`config.mk`:
```
export PLATFORM = sky130hd
export DESIGN_NAME = page_frame_allocator_replacement
export DESIGN_NICKNAME = d
export VERILOG_FILES = /design/src/rtl/pfar_pkg.sv /design/src/rtl/pfar_dp.sv /design/src/rtl/pfar_ctrl.sv /design/src/rtl/page_frame_allocator_replacement.sv
export VERILOG_INCLUDE_DIRS = /design/src /design/src/rtl
export SDC_FILE = /design/constraint.sdc
export NUM_CORES = 1
export LEC_CHECK = 0
export ABC_AREA = 1
export BUFFER_PORTS_ARGS = -buffer_cell sky130_fd_sc_hd__buf_4
export CAP_MARGIN = 40
export CORE_ASPECT_RATIO = 1.25
export CORE_MARGIN = 1.5
export CORE_UTILIZATION = 55
export DETAILED_ROUTE_END_ITERATION = 12
export PLACE_DENSITY = 0.78
export SYNTH_ARGS = -nofsm -noshare
export SYNTH_HDL_FRONTEND = slang
export SYNTH_SLANG_ARGS = --single-unit
```
`constraint.sdc`:
```
create_clock -name clk -period 3.8 [get_ports clk]
set_input_delay 0.76 -clock clk [delete_from_list [all_inputs] [get_ports clk]]
set_output_delay 0.76 -clock clk [all_outputs]
set_load 0.02 [all_outputs]
```
`src/rtl/page_frame_allocator_replacement_macros.svh`:
```
// Assertion macros for the page frame allocator.
// Included by the datapath and the controller. Needs nothing else.
`ifndef PAGE_FRAME_ALLOCATOR_REPLACEMENT_MACROS_SVH
`define PAGE_FRAME_ALLOCATOR_REPLACEMENT_MACROS_SVH
`ifndef SYNTHESIS
`define PFAR_ASSERT(lbl, clk, rst_n, prop, msg) \
	lbl: assert property (@(posedge clk) disable iff (!rst_n) prop) else $error(msg);
`define PFAR_ASSERT_ALWAYS(lbl, clk, prop, msg) \
	lbl: assert property (@(posedge clk) prop) else $error(msg);
`else
`define PFAR_ASSERT(lbl, clk, rst_n, prop, msg)
`define PFAR_ASSERT_ALWAYS(lbl, clk, prop, msg)
`endif
`endif

```
`src/rtl/pfar_pkg.sv`:
```
// Shared types and constants for the page frame allocator.
// No dependencies; used by the datapath, the controller and the top level.
`timescale 1ns / 1ps
package pfar_pkg;

	localparam int NUM_FRAMES_DEF = 32;
	localparam int LFSR_W = 16;
	localparam int LEAST_W = 24;
	localparam logic [LEAST_W-1:0] COUNT_ABOVE_ALL = 24'd9999999;
	localparam logic [LFSR_W-1:0] LFSR_MASK = 16'hB400;

	localparam int CFG_IDX_W = 2;
	localparam int CFG_DATA_W = 16;
	localparam logic [CFG_IDX_W-1:0] REG_VICTIM_MODE = 2'd0;
	localparam logic [CFG_IDX_W-1:0] REG_RANDOM_SEED = 2'd1;

	typedef enum logic [2:0] {
		CMD_ALLOC  = 3'd0,
		CMD_FORCE  = 3'd1,
		CMD_FREE   = 3'd2,
		CMD_TEST   = 3'd3,
		CMD_SETCNT = 3'd4
	} cmd_e;

	typedef struct packed {
		logic [2:0]  command;
		logic [4:0]  frame_index;
		logic [7:0]  owner_id;
		logic [15:0] use_count;
	} req_t;

	typedef struct packed {
		logic [4:0] frame;
		logic       success;
		logic       allocated;
		logic [7:0] evicted_owner;
		logic       evicted_valid;
		logic [5:0] free_count;
	} rsp_t;

	// controller -> datapath
	typedef struct packed {
		logic load;
		logic scan_free;
		logic scan_cnt;
		logic rand_step;
		logic mod_step;
		logic commit;
	} dp_cmd_t;

	// datapath -> controller
	typedef struct packed {
		logic [2:0] command;
		logic       free_zero;
		logic       lcount_mode;
		logic       free_hit;
		logic       cnt_done;
		logic       mod_last;
	} dp_stat_t;

endpackage

```
`src/rtl/pfar_dp.sv`:
```
// Datapath: frame table, use count and owner memories, LFSR, scan and modulo units.
// Depends on pfar_pkg and the assertion macro header.
`timescale 1ns / 1ps
`include "page_frame_allocator_replacement_macros.svh"
module pfar_dp #(
	parameter int NUM_FRAMES = pfar_pkg::NUM_FRAMES_DEF
) (
	input  logic                                clk,
	input  logic                                arst_n,
	input  logic                                cfg_write,
	input  logic [pfar_pkg::CFG_IDX_W-1:0]      cfg_index,
	input  logic [pfar_pkg::CFG_DATA_W-1:0]     cfg_data,
	input  pfar_pkg::req_t                      req_data,
	input  pfar_pkg::dp_cmd_t                   cmd,
	output pfar_pkg::dp_stat_t                  stat,
	output pfar_pkg::rsp_t                      rsp_data
);

	localparam int IDX_W  = $clog2(NUM_FRAMES);
	localparam int FREE_W = $clog2(NUM_FRAMES + 1);
	localparam int REM_W  = IDX_W + 1;
	localparam int PTR_W  = (IDX_W + 1 > 4) ? IDX_W + 1 : 4;
	localparam int LW     = pfar_pkg::LFSR_W;
	localparam int RECIP_SH = 24;
	localparam int PROD_W = LW + RECIP_SH;
	localparam logic [RECIP_SH-1:0] RECIP = RECIP_SH'((1 << RECIP_SH) / NUM_FRAMES);
	localparam logic [1:0] MOD_QUOT = 2'd0;
	localparam logic [1:0] MOD_REM  = 2'd1;
	localparam logic [1:0] MOD_LAST = 2'd2;

	pfar_pkg::req_t req_q;
	pfar_pkg::rsp_t rsp_q, rsp_next;

	logic [NUM_FRAMES-1:0] used_q;
	logic [7:0]  owner_mem [NUM_FRAMES];
	logic [15:0] count_mem [NUM_FRAMES];
	logic [7:0]  owner_rd_q;
	logic [15:0] count_rd_s1;
	logic [IDX_W-1:0] addr_s1;
	logic cmp_v_s1;

	logic [FREE_W-1:0] free_q, free_next;
	logic victim_mode_q;
	logic [LW-1:0] lfsr_q, lfsr_step;
	logic [PTR_W-1:0] ptr_q;
	logic [IDX_W-1:0] ptr_idx, victim_q, idx;
	logic [pfar_pkg::LEAST_W-1:0] least_q;
	logic [REM_W-1:0] rem_q, rem_red;
	logic [PROD_W-1:0] quot_prod;
	logic [LW-1:0] quot_q, back_prod, rem_diff;
	logic ptr_end, cnt_win, in_range;
	logic used_set, used_clr, own_we, cnt_we;
	logic [IDX_W-1:0] used_addr, cnt_waddr;

	assign ptr_idx = ptr_q[IDX_W-1:0];
	assign ptr_end = (ptr_q == PTR_W'(NUM_FRAMES));
	assign idx = IDX_W'(req_q.frame_index);
	assign in_range = (32'(req_q.frame_index) < 32'(NUM_FRAMES));
	assign cnt_win = cmp_v_s1 && ({8'd0, count_rd_s1} < least_q);

	assign lfsr_step = {1'b0, lfsr_q[LW-1:1]} ^ (lfsr_q[0] ? pfar_pkg::LFSR_MASK : '0);

	// quotient by reciprocal multiply is low by at most one, so one correcting subtract
	assign quot_prod = PROD_W'(lfsr_q) * PROD_W'(RECIP);
	assign back_prod = quot_q * LW'(NUM_FRAMES);
	assign rem_diff = lfsr_q - back_prod;
	assign rem_red = (rem_q >= REM_W'(NUM_FRAMES)) ? rem_q - REM_W'(NUM_FRAMES) : rem_q;

	assign stat.command     = req_q.command;
	assign stat.free_zero   = (free_q == '0);
	assign stat.lcount_mode = victim_mode_q;
	assign stat.free_hit    = !used_q[ptr_idx];
	assign stat.cnt_done    = ptr_end && !cmp_v_s1;
	assign stat.mod_last    = (ptr_q[1:0] == MOD_LAST);

	always_comb begin
		rsp_next = '0;
		rsp_next.frame = req_q.frame_index;
		free_next = free_q;
		used_set = 1'b0;
		used_clr = 1'b0;
		used_addr = victim_q;
		own_we = 1'b0;
		cnt_we = 1'b0;
		cnt_waddr = victim_q;
		unique case (req_q.command)
			pfar_pkg::CMD_ALLOC: begin
				rsp_next.frame = '0;
				if (free_q != '0) begin
					used_set = 1'b1;
					own_we = 1'b1;
					cnt_we = 1'b1;
					free_next = free_q - FREE_W'(1);
					rsp_next.frame = 5'(victim_q);
					rsp_next.success = 1'b1;
				end
			end
			pfar_pkg::CMD_FORCE: begin
				if (used_q[victim_q]) begin
					rsp_next.evicted_valid = 1'b1;
					rsp_next.evicted_owner = owner_rd_q;
				end else begin
					used_set = 1'b1;
					free_next = free_q - FREE_W'(1);
				end
				own_we = 1'b1;
				cnt_we = 1'b1;
				rsp_next.frame = 5'(victim_q);
				rsp_next.success = 1'b1;
			end
			pfar_pkg::CMD_FREE: begin
				used_addr = idx;
				if (in_range) begin
					if (used_q[idx]) begin
						used_clr = 1'b1;
						free_next = free_q + FREE_W'(1);
					end
					rsp_next.success = 1'b1;
				end
			end
			pfar_pkg::CMD_TEST: begin
				if (in_range) begin
					rsp_next.allocated = used_q[idx];
					rsp_next.success = 1'b1;
				end
			end
			pfar_pkg::CMD_SETCNT: begin
				cnt_waddr = idx;
				if (in_range) begin
					cnt_we = 1'b1;
					rsp_next.success = 1'b1;
				end
			end
			default: begin
			end
		endcase
		rsp_next.free_count = 6'(free_next);
	end

	// control-side registers
	always_ff @(posedge clk or negedge arst_n) begin
		if (!arst_n) begin
			used_q <= '0;
			free_q <= FREE_W'(NUM_FRAMES);
			victim_mode_q <= 1'b1;
			lfsr_q <= LW'(1);
			ptr_q <= '0;
			cmp_v_s1 <= 1'b0;
			rem_q <= '0;
		end else begin
			if (cfg_write && cfg_index == pfar_pkg::REG_VICTIM_MODE) begin
				victim_mode_q <= cfg_data[0];
			end
			if (cfg_write && cfg_index == pfar_pkg::REG_RANDOM_SEED) begin
				lfsr_q <= (cfg_data == '0) ? LW'(1) : cfg_data;
			end else if (cmd.rand_step) begin
				lfsr_q <= lfsr_step;
			end
			cmp_v_s1 <= cmd.scan_cnt && !ptr_end;
			if (cmd.load) begin
				ptr_q <= '0;
				rem_q <= '0;
			end else if (cmd.scan_free || cmd.mod_step || (cmd.scan_cnt && !ptr_end)) begin
				ptr_q <= ptr_q + PTR_W'(1);
			end
			if (cmd.mod_step && ptr_q[1:0] == MOD_REM) begin
				rem_q <= rem_diff[REM_W-1:0];
			end
			if (cmd.commit) begin
				free_q <= free_next;
				if (used_set) begin
					used_q[used_addr] <= 1'b1;
				end
				if (used_clr) begin
					used_q[used_addr] <= 1'b0;
				end
			end
		end
	end

	// payload registers
	always_ff @(posedge clk) begin
		if (cmd.load) begin
			req_q <= req_data;
			least_q <= pfar_pkg::COUNT_ABOVE_ALL;
		end else if (cnt_win) begin
			least_q <= {8'd0, count_rd_s1};
		end
		if (cmd.mod_step && ptr_q[1:0] == MOD_QUOT) begin
			quot_q <= quot_prod[PROD_W-1:RECIP_SH];
		end
		if (cmd.scan_free && stat.free_hit) begin
			victim_q <= ptr_idx;
		end else if (cnt_win) begin
			victim_q <= addr_s1;
		end else if (cmd.mod_step && ptr_q[1:0] == MOD_LAST) begin
			victim_q <= rem_red[IDX_W-1:0];
		end
		addr_s1 <= ptr_idx;
		if (cmd.commit) begin
			rsp_q <= rsp_next;
		end
	end

	// memories: one write, one registered read each
	always_ff @(posedge clk) begin
		if (cmd.commit && cnt_we) begin
			count_mem[cnt_waddr] <= req_q.use_count;
		end
		count_rd_s1 <= count_mem[ptr_idx];
	end

	always_ff @(posedge clk) begin
		if (cmd.commit && own_we) begin
			owner_mem[victim_q] <= req_q.owner_id;
		end
		owner_rd_q <= owner_mem[victim_q];
	end

	assign rsp_data = rsp_q;

	`PFAR_ASSERT(a_free_tracks_marks, clk, arst_n, (free_q == FREE_W'(NUM_FRAMES - $countones(used_q))), "free count disagrees with used marks")
	`PFAR_ASSERT(a_rem_below_frames, clk, arst_n, ({1'b0, rem_q} < (REM_W + 1)'(2 * NUM_FRAMES)), "modulo remainder out of range")
	`PFAR_ASSERT(a_force_victim_in_range, clk, arst_n, ((cmd.commit && req_q.command == pfar_pkg::CMD_FORCE) |-> (32'(victim_q) < 32'(NUM_FRAMES))), "victim frame out of range")

endmodule

```
`src/rtl/pfar_ctrl.sv`:
```
// Controller: sequences decode, scans, victim draw and commit; owns the handshakes.
// Depends on pfar_pkg and the assertion macro header.
`timescale 1ns / 1ps
`include "page_frame_allocator_replacement_macros.svh"
module pfar_ctrl (
	input  logic               clk,
	input  logic               arst_n,
	input  logic               req_valid,
	output logic               req_ready,
	output logic               rsp_valid,
	input  logic               rsp_ready,
	input  pfar_pkg::dp_stat_t stat,
	output pfar_pkg::dp_cmd_t  cmd
);

	typedef enum logic [6:0] {
		S_IDLE   = 7'b0000001,
		S_DECODE = 7'b0000010,
		S_FREE   = 7'b0000100,
		S_CNT    = 7'b0001000,
		S_RAND   = 7'b0010000,
		S_MOD    = 7'b0100000,
		S_COMMIT = 7'b1000000
	} state_t;

	state_t state_q, state_next;
	logic rsp_valid_q;
	logic own_wait_q;
	logic out_free;

	assign out_free = !rsp_valid_q || rsp_ready;
	assign req_ready = (state_q == S_IDLE);
	assign rsp_valid = rsp_valid_q;

	always_comb begin
		state_next = state_q;
		cmd = '0;
		unique case (state_q)
			S_IDLE: begin
				if (req_valid) begin
					cmd.load = 1'b1;
					state_next = S_DECODE;
				end
			end
			S_DECODE: begin
				unique case (stat.command)
					pfar_pkg::CMD_ALLOC: begin
						state_next = stat.free_zero ? S_COMMIT : S_FREE;
					end
					pfar_pkg::CMD_FORCE: begin
						if (!stat.lcount_mode) begin
							state_next = S_RAND;
						end else begin
							state_next = stat.free_zero ? S_CNT : S_FREE;
						end
					end
					default: begin
						state_next = S_COMMIT;
					end
				endcase
			end
			S_FREE: begin
				cmd.scan_free = 1'b1;
				if (stat.free_hit) begin
					state_next = S_COMMIT;
				end
			end
			S_CNT: begin
				cmd.scan_cnt = 1'b1;
				if (stat.cnt_done) begin
					state_next = S_COMMIT;
				end
			end
			S_RAND: begin
				cmd.rand_step = 1'b1;
				state_next = S_MOD;
			end
			S_MOD: begin
				cmd.mod_step = 1'b1;
				if (stat.mod_last) begin
					state_next = S_COMMIT;
				end
			end
			S_COMMIT: begin
				// owner read is registered from the victim, so commit waits for it once the victim settles
				if (!own_wait_q && out_free) begin
					cmd.commit = 1'b1;
					state_next = S_IDLE;
				end
			end
			default: begin
				state_next = S_IDLE;
			end
		endcase
	end

	always_ff @(posedge clk or negedge arst_n) begin
		if (!arst_n) begin
			state_q <= S_IDLE;
			rsp_valid_q <= 1'b0;
			own_wait_q <= 1'b0;
		end else begin
			state_q <= state_next;
			own_wait_q <= (state_q != S_COMMIT) && (state_next == S_COMMIT);
			if (cmd.commit) begin
				rsp_valid_q <= 1'b1;
			end else if (rsp_ready) begin
				rsp_valid_q <= 1'b0;
			end
		end
	end

	`PFAR_ASSERT(a_accept_to_decode, clk, arst_n, (req_valid && req_ready) |=> (state_q == S_DECODE), "accepted word not decoded")
	`PFAR_ASSERT(a_commit_holds, clk, arst_n, (state_q == S_COMMIT && rsp_valid_q && !rsp_ready) |=> (state_q == S_COMMIT && rsp_valid_q), "commit overran a waiting result")
	`PFAR_ASSERT(a_no_early_commit, clk, arst_n, cmd.commit |-> $past(state_q == S_COMMIT), "commit without settle cycle")

endmodule

```
`src/rtl/page_frame_allocator_replacement.sv`:
```
// Page frame allocator with least-count or random replacement: top level.
// Depends on pfar_pkg, pfar_dp and pfar_ctrl.
//
//   channel   dir   handshake                word
//   req       in    req_valid / req_ready    pfar_pkg::req_t
//   rsp       out   rsp_valid / rsp_ready    pfar_pkg::rsp_t
//   cfg       in    cfg_write (no wait)      cfg_index, cfg_data
//
// Time from accept to result: free/test/set-count go straight from decode to commit; allocate
// is set by the one-frame-a-cycle scan of the used marks; forced least-count with no free
// frame by the scan through the use count memory read port; forced random by the
// reciprocal-multiply modulo of the LFSR. One word in flight; ready again after commit.
// A finished word waits in the output register while the next is accepted; commit stalls
// while it is still held. Reset clears all used marks at once; no clearing pass.
`timescale 1ns / 1ps
module page_frame_allocator_replacement #(
	parameter int NUM_FRAMES = pfar_pkg::NUM_FRAMES_DEF
) (
	input  logic                             clk,
	input  logic                             arst_n,
	input  logic                             req_valid,
	output logic                             req_ready,
	input  pfar_pkg::req_t                   req_data,
	output logic                             rsp_valid,
	input  logic                             rsp_ready,
	output pfar_pkg::rsp_t                   rsp_data,
	input  logic                             cfg_write,
	input  logic [pfar_pkg::CFG_IDX_W-1:0]   cfg_index,
	input  logic [pfar_pkg::CFG_DATA_W-1:0]  cfg_data
);

	pfar_pkg::dp_cmd_t  cmd;
	pfar_pkg::dp_stat_t stat;

	pfar_dp #(
		.NUM_FRAMES(NUM_FRAMES)
	) u_dp (
		.clk      (clk),
		.arst_n   (arst_n),
		.cfg_write(cfg_write),
		.cfg_index(cfg_index),
		.cfg_data (cfg_data),
		.req_data (req_data),
		.cmd      (cmd),
		.stat     (stat),
		.rsp_data (rsp_data)
	);

	pfar_ctrl u_ctrl (
		.clk      (clk),
		.arst_n   (arst_n),
		.req_valid(req_valid),
		.req_ready(req_ready),
		.rsp_valid(rsp_valid),
		.rsp_ready(rsp_ready),
		.stat     (stat),
		.cmd      (cmd)
	);

endmodule
```
==> impl_metrics.tcl <==
set metrics [dict create \
    p_leak_nw 15.33 \
    vdd_ir_drop_max_v 0.0004055 \
    cts_buffer_depth 3 \
    die_w_microns 238.9 \
    antenna_cells 0 \
    cts_resized 0 \
    die_area_sq_um 71160 \
    critPathKind "flop to flop" \
    syn_nets 3165 \
    rsz0062_at_grt "false" \
    ys_async_sr_fraction_pct 8.008 \
    critPathLaunch "u_dp.free_q[0]" \
    post_cts_buffers 0 \
    core_sq_um 68550 \
    n_fill_cell 4930 \
    start_util_pct 55.81 \
    slew_headroom_pct 26.94 \
    cts_hold_buf 0 \
    report.final.setup_viol 0 \
    drt_iter0_drc 3913 \
    max_freq_mhz 291.3 \
    critPathCaptureType "flop" \
    holdWs_ps 58.28 \
    yosysSeqAreaShare_pct 72.30 \
    slowest_stage "nor2_1" \
    synthToLayoutAreaGrowth_pct 12.87 \
    final_cell_mix "edfxtp_1, nor2_1, nand2_1" \
    final.setup.tns_ps 0 \
    path_delay_family "simple AND/OR/NAND/NOR gates" \
    min_period_over_period_pct 90.35 \
    avgViaCountPerCell 6.249 \
    path_clk_slew_ps 60 \
    grt.total_usage_pct 27.62 \
    critPathLaunchType "flop" \
    tightest_slew_ps 1068 \
    overflow 0 \
    grt_pass1_vias 25360 \
    antenna_left 0 \
    syn-cell-area_sq_um 38260 \
    placement.io_buffers 78 \
    path_buf_inv 2 \
    drive_above_1_share_pct 11.74 \
    dr.pass1.iters 7 \
    hpwl_microns 63240 \
    ios 79 \
    power_density_nw_per_um2 582.3 \
    num-nets-final 3265 \
    cp.depth 11 \
    num_vias 26180 \
    yosysWarnings 0 \
    dieHeight_microns 297.9 \
    cp.arrival_ps 3720 \
    reg2reg_from "u_dp.free_q[0]" \
    cap_viol_max_count 0 \
    cts_inserted_buffers 88 \
    cts_tree "built" \
    wirelength_microns 99090 \
    synth_edf_count 827 \
    rows 107 \
    worst_path_largest_cell_delay_ps 700 \
    ys.flop_type "edfxtp_1" \
    synthCells 3089 \
    worstRegToRegCells 11 \
    clkSinkCount 949 \
    worstPathCellList "inv_1, ha_1, nand2_1, nor2_1, nand3_1, nand2_1, nand2_2, inv_2, nor2_1, nand2_1, nor2_1" \
    final_hold_viol_count 0 \
    grt_first_pass_wirelength_microns 149300 \
    clk_latency_ps 660 \
    cts_root_buf "clkbuf_16" \
    antenna_found_initial 1 \
    status "completed" \
    avgRoutedWirePerCell_microns 23.65 \
    post-route-drc-count 0 \
    crit_path_max_fanout 8 \
    place.gp.congestion 0.9205 \
    finClkSkew_ps 38.58 \
    worstHoldPathType "input pin to asynchronous set/reset pin" \
    ys_types 49 \
    htree_num_levels 3 \
    drv_slew 0 \
    cp_data_required_time_ps 4090 \
    grt_max_degree 126 \
    min_period_ps 3433 \
    synth_seq_cells 949 \
    final_common_cell "edfxtp_1" \
    syn_avg_cell_area_sq_um 12.39 \
]
==> power by group <==
group          leakage [nW]  switching [mW]  internal [mW]
combinational          5.14            2.74           1.02
sequential             8.74           0.301           12.1
clock                  1.45            3.85           5.15
total                  15.3            6.89           18.2
==> stage by stage <==
stage          std cells  instance area, sq um  power, mW  utilization [%]  setup slack, ps
2_1_floorplan       3089                 38260      14.70                -            875.1
3_3_place_gp        4019                 40050      16.09            58.43            548.2
3_5_place_dp        4025                 40200      16.26            58.64            433.5
4_1_cts             4189                 43180      25.15            62.99            424.8
5_1_grt             4189                 43180      25.91            62.99            99.03
6_report            4189                 43180      25.14            62.99            366.7
==> metal layers <==
layer	wire, microns	up-vias	track usage [%]
li1	-	11530	-
met1	36050	12610	35.36
met2	48540	1726	45.68
met3	9102	313	4.114
met4	5398	0	14.56
met5	0	-	0
==> final cells by class <==
cell class / instances / area, sq um / share of cell area (%)
flip-flops and latches: 949 / 27670 / 64.08
clock inverters: 54 / 573.1 / 1.327
repair buffers: 183 / 1511 / 3.500
clock buffers: 110 / 2409 / 5.578
well taps: 926 / 1159 / 2.683
multi-input cells: 1811 / 9263 / 21.45
inverters: 156 / 596.8 / 1.382
==> cell usage after synthesis, types with 3 or more instances <==
cell	instances	area [sq um]
dfrtp_1	72	1802
dfstp_2	4	105.1
nand2_2	11	68.82
o22ai_1	150	938.4
nor4_1	8	50.05
nand3_1	96	480.5
ha_1	21	262.8
buf_6	6	67.56
o22a_1	8	70.07
a31oi_1	12	75.07
clkinv_1	3	11.26
nor2_4	4	45.04
buf_4	8	60.06
buf_2	39	195.2
clkbuf_1	111	416.7
nand4_1	11	68.82
xor2_1	9	78.83
dfxtp_1	46	920.9
a22oi_1	128	960.9
nand2_1	370	1389
nor2_1	413	1550
inv_2	9	33.78
a21oi_1	116	580.6
edfxtp_1	827	24830
o21a_1	18	135.1
nor3_1	12	60.06
a2111oi_0	16	140.1
o21ai_1	19	95.09
o21ai_0	327	1637
inv_1	142	533.0
a211oi_1	18	135.1
nor2_2	7	43.79
buf_1	9	33.78
a221oi_1	16	140.1
==> sequential cells by signal, summed over array words and instances, names as in the netlist, 3 cells and up <==
signal,cells
u_dp.count_mem,512
u_dp.owner_mem,256
u_dp.used_q,32
u_dp.req_q,24
u_dp.rsp_data,22
u_dp.least_q,17
u_dp.count_rd_s1,16
u_dp.lfsr_q,16
u_dp.owner_rd_q,8
u_ctrl.state_q,7
u_dp.free_q,6
u_dp.ptr_q,6
u_dp.addr_s1,5
u_dp.idx,5
u_dp.rem_q,5
u_dp.victim_q,5
u_dp.stat,3
==> cells by family after synthesis <==
kind of cell	Yosys count	share of synthesized area, %
adders and majority gates	21	0.6868
DFF	949	72.30
and+or+nand+nor	941	10.11
buffers and inverters	329	3.565
AOI/OAI and AO/OA	838	13.09
xor gates and xnor gates	11	0.2518
==> worst paths after layout <==
path	slack, ps	endpoint
worst max-delay path	370	u_dp.owner_mem[28][4]
worst min-delay path	60	u_dp.lfsr_q[7]
worst max register to register	370	u_dp.owner_mem[28][4]
worst min register to register	460	u_dp.least_q[13]
max in group asynchronous	3110	u_dp.free_q[5]
min in group clk	280	u_dp.req_q[23]
Power figures use the tool's default switching activity.
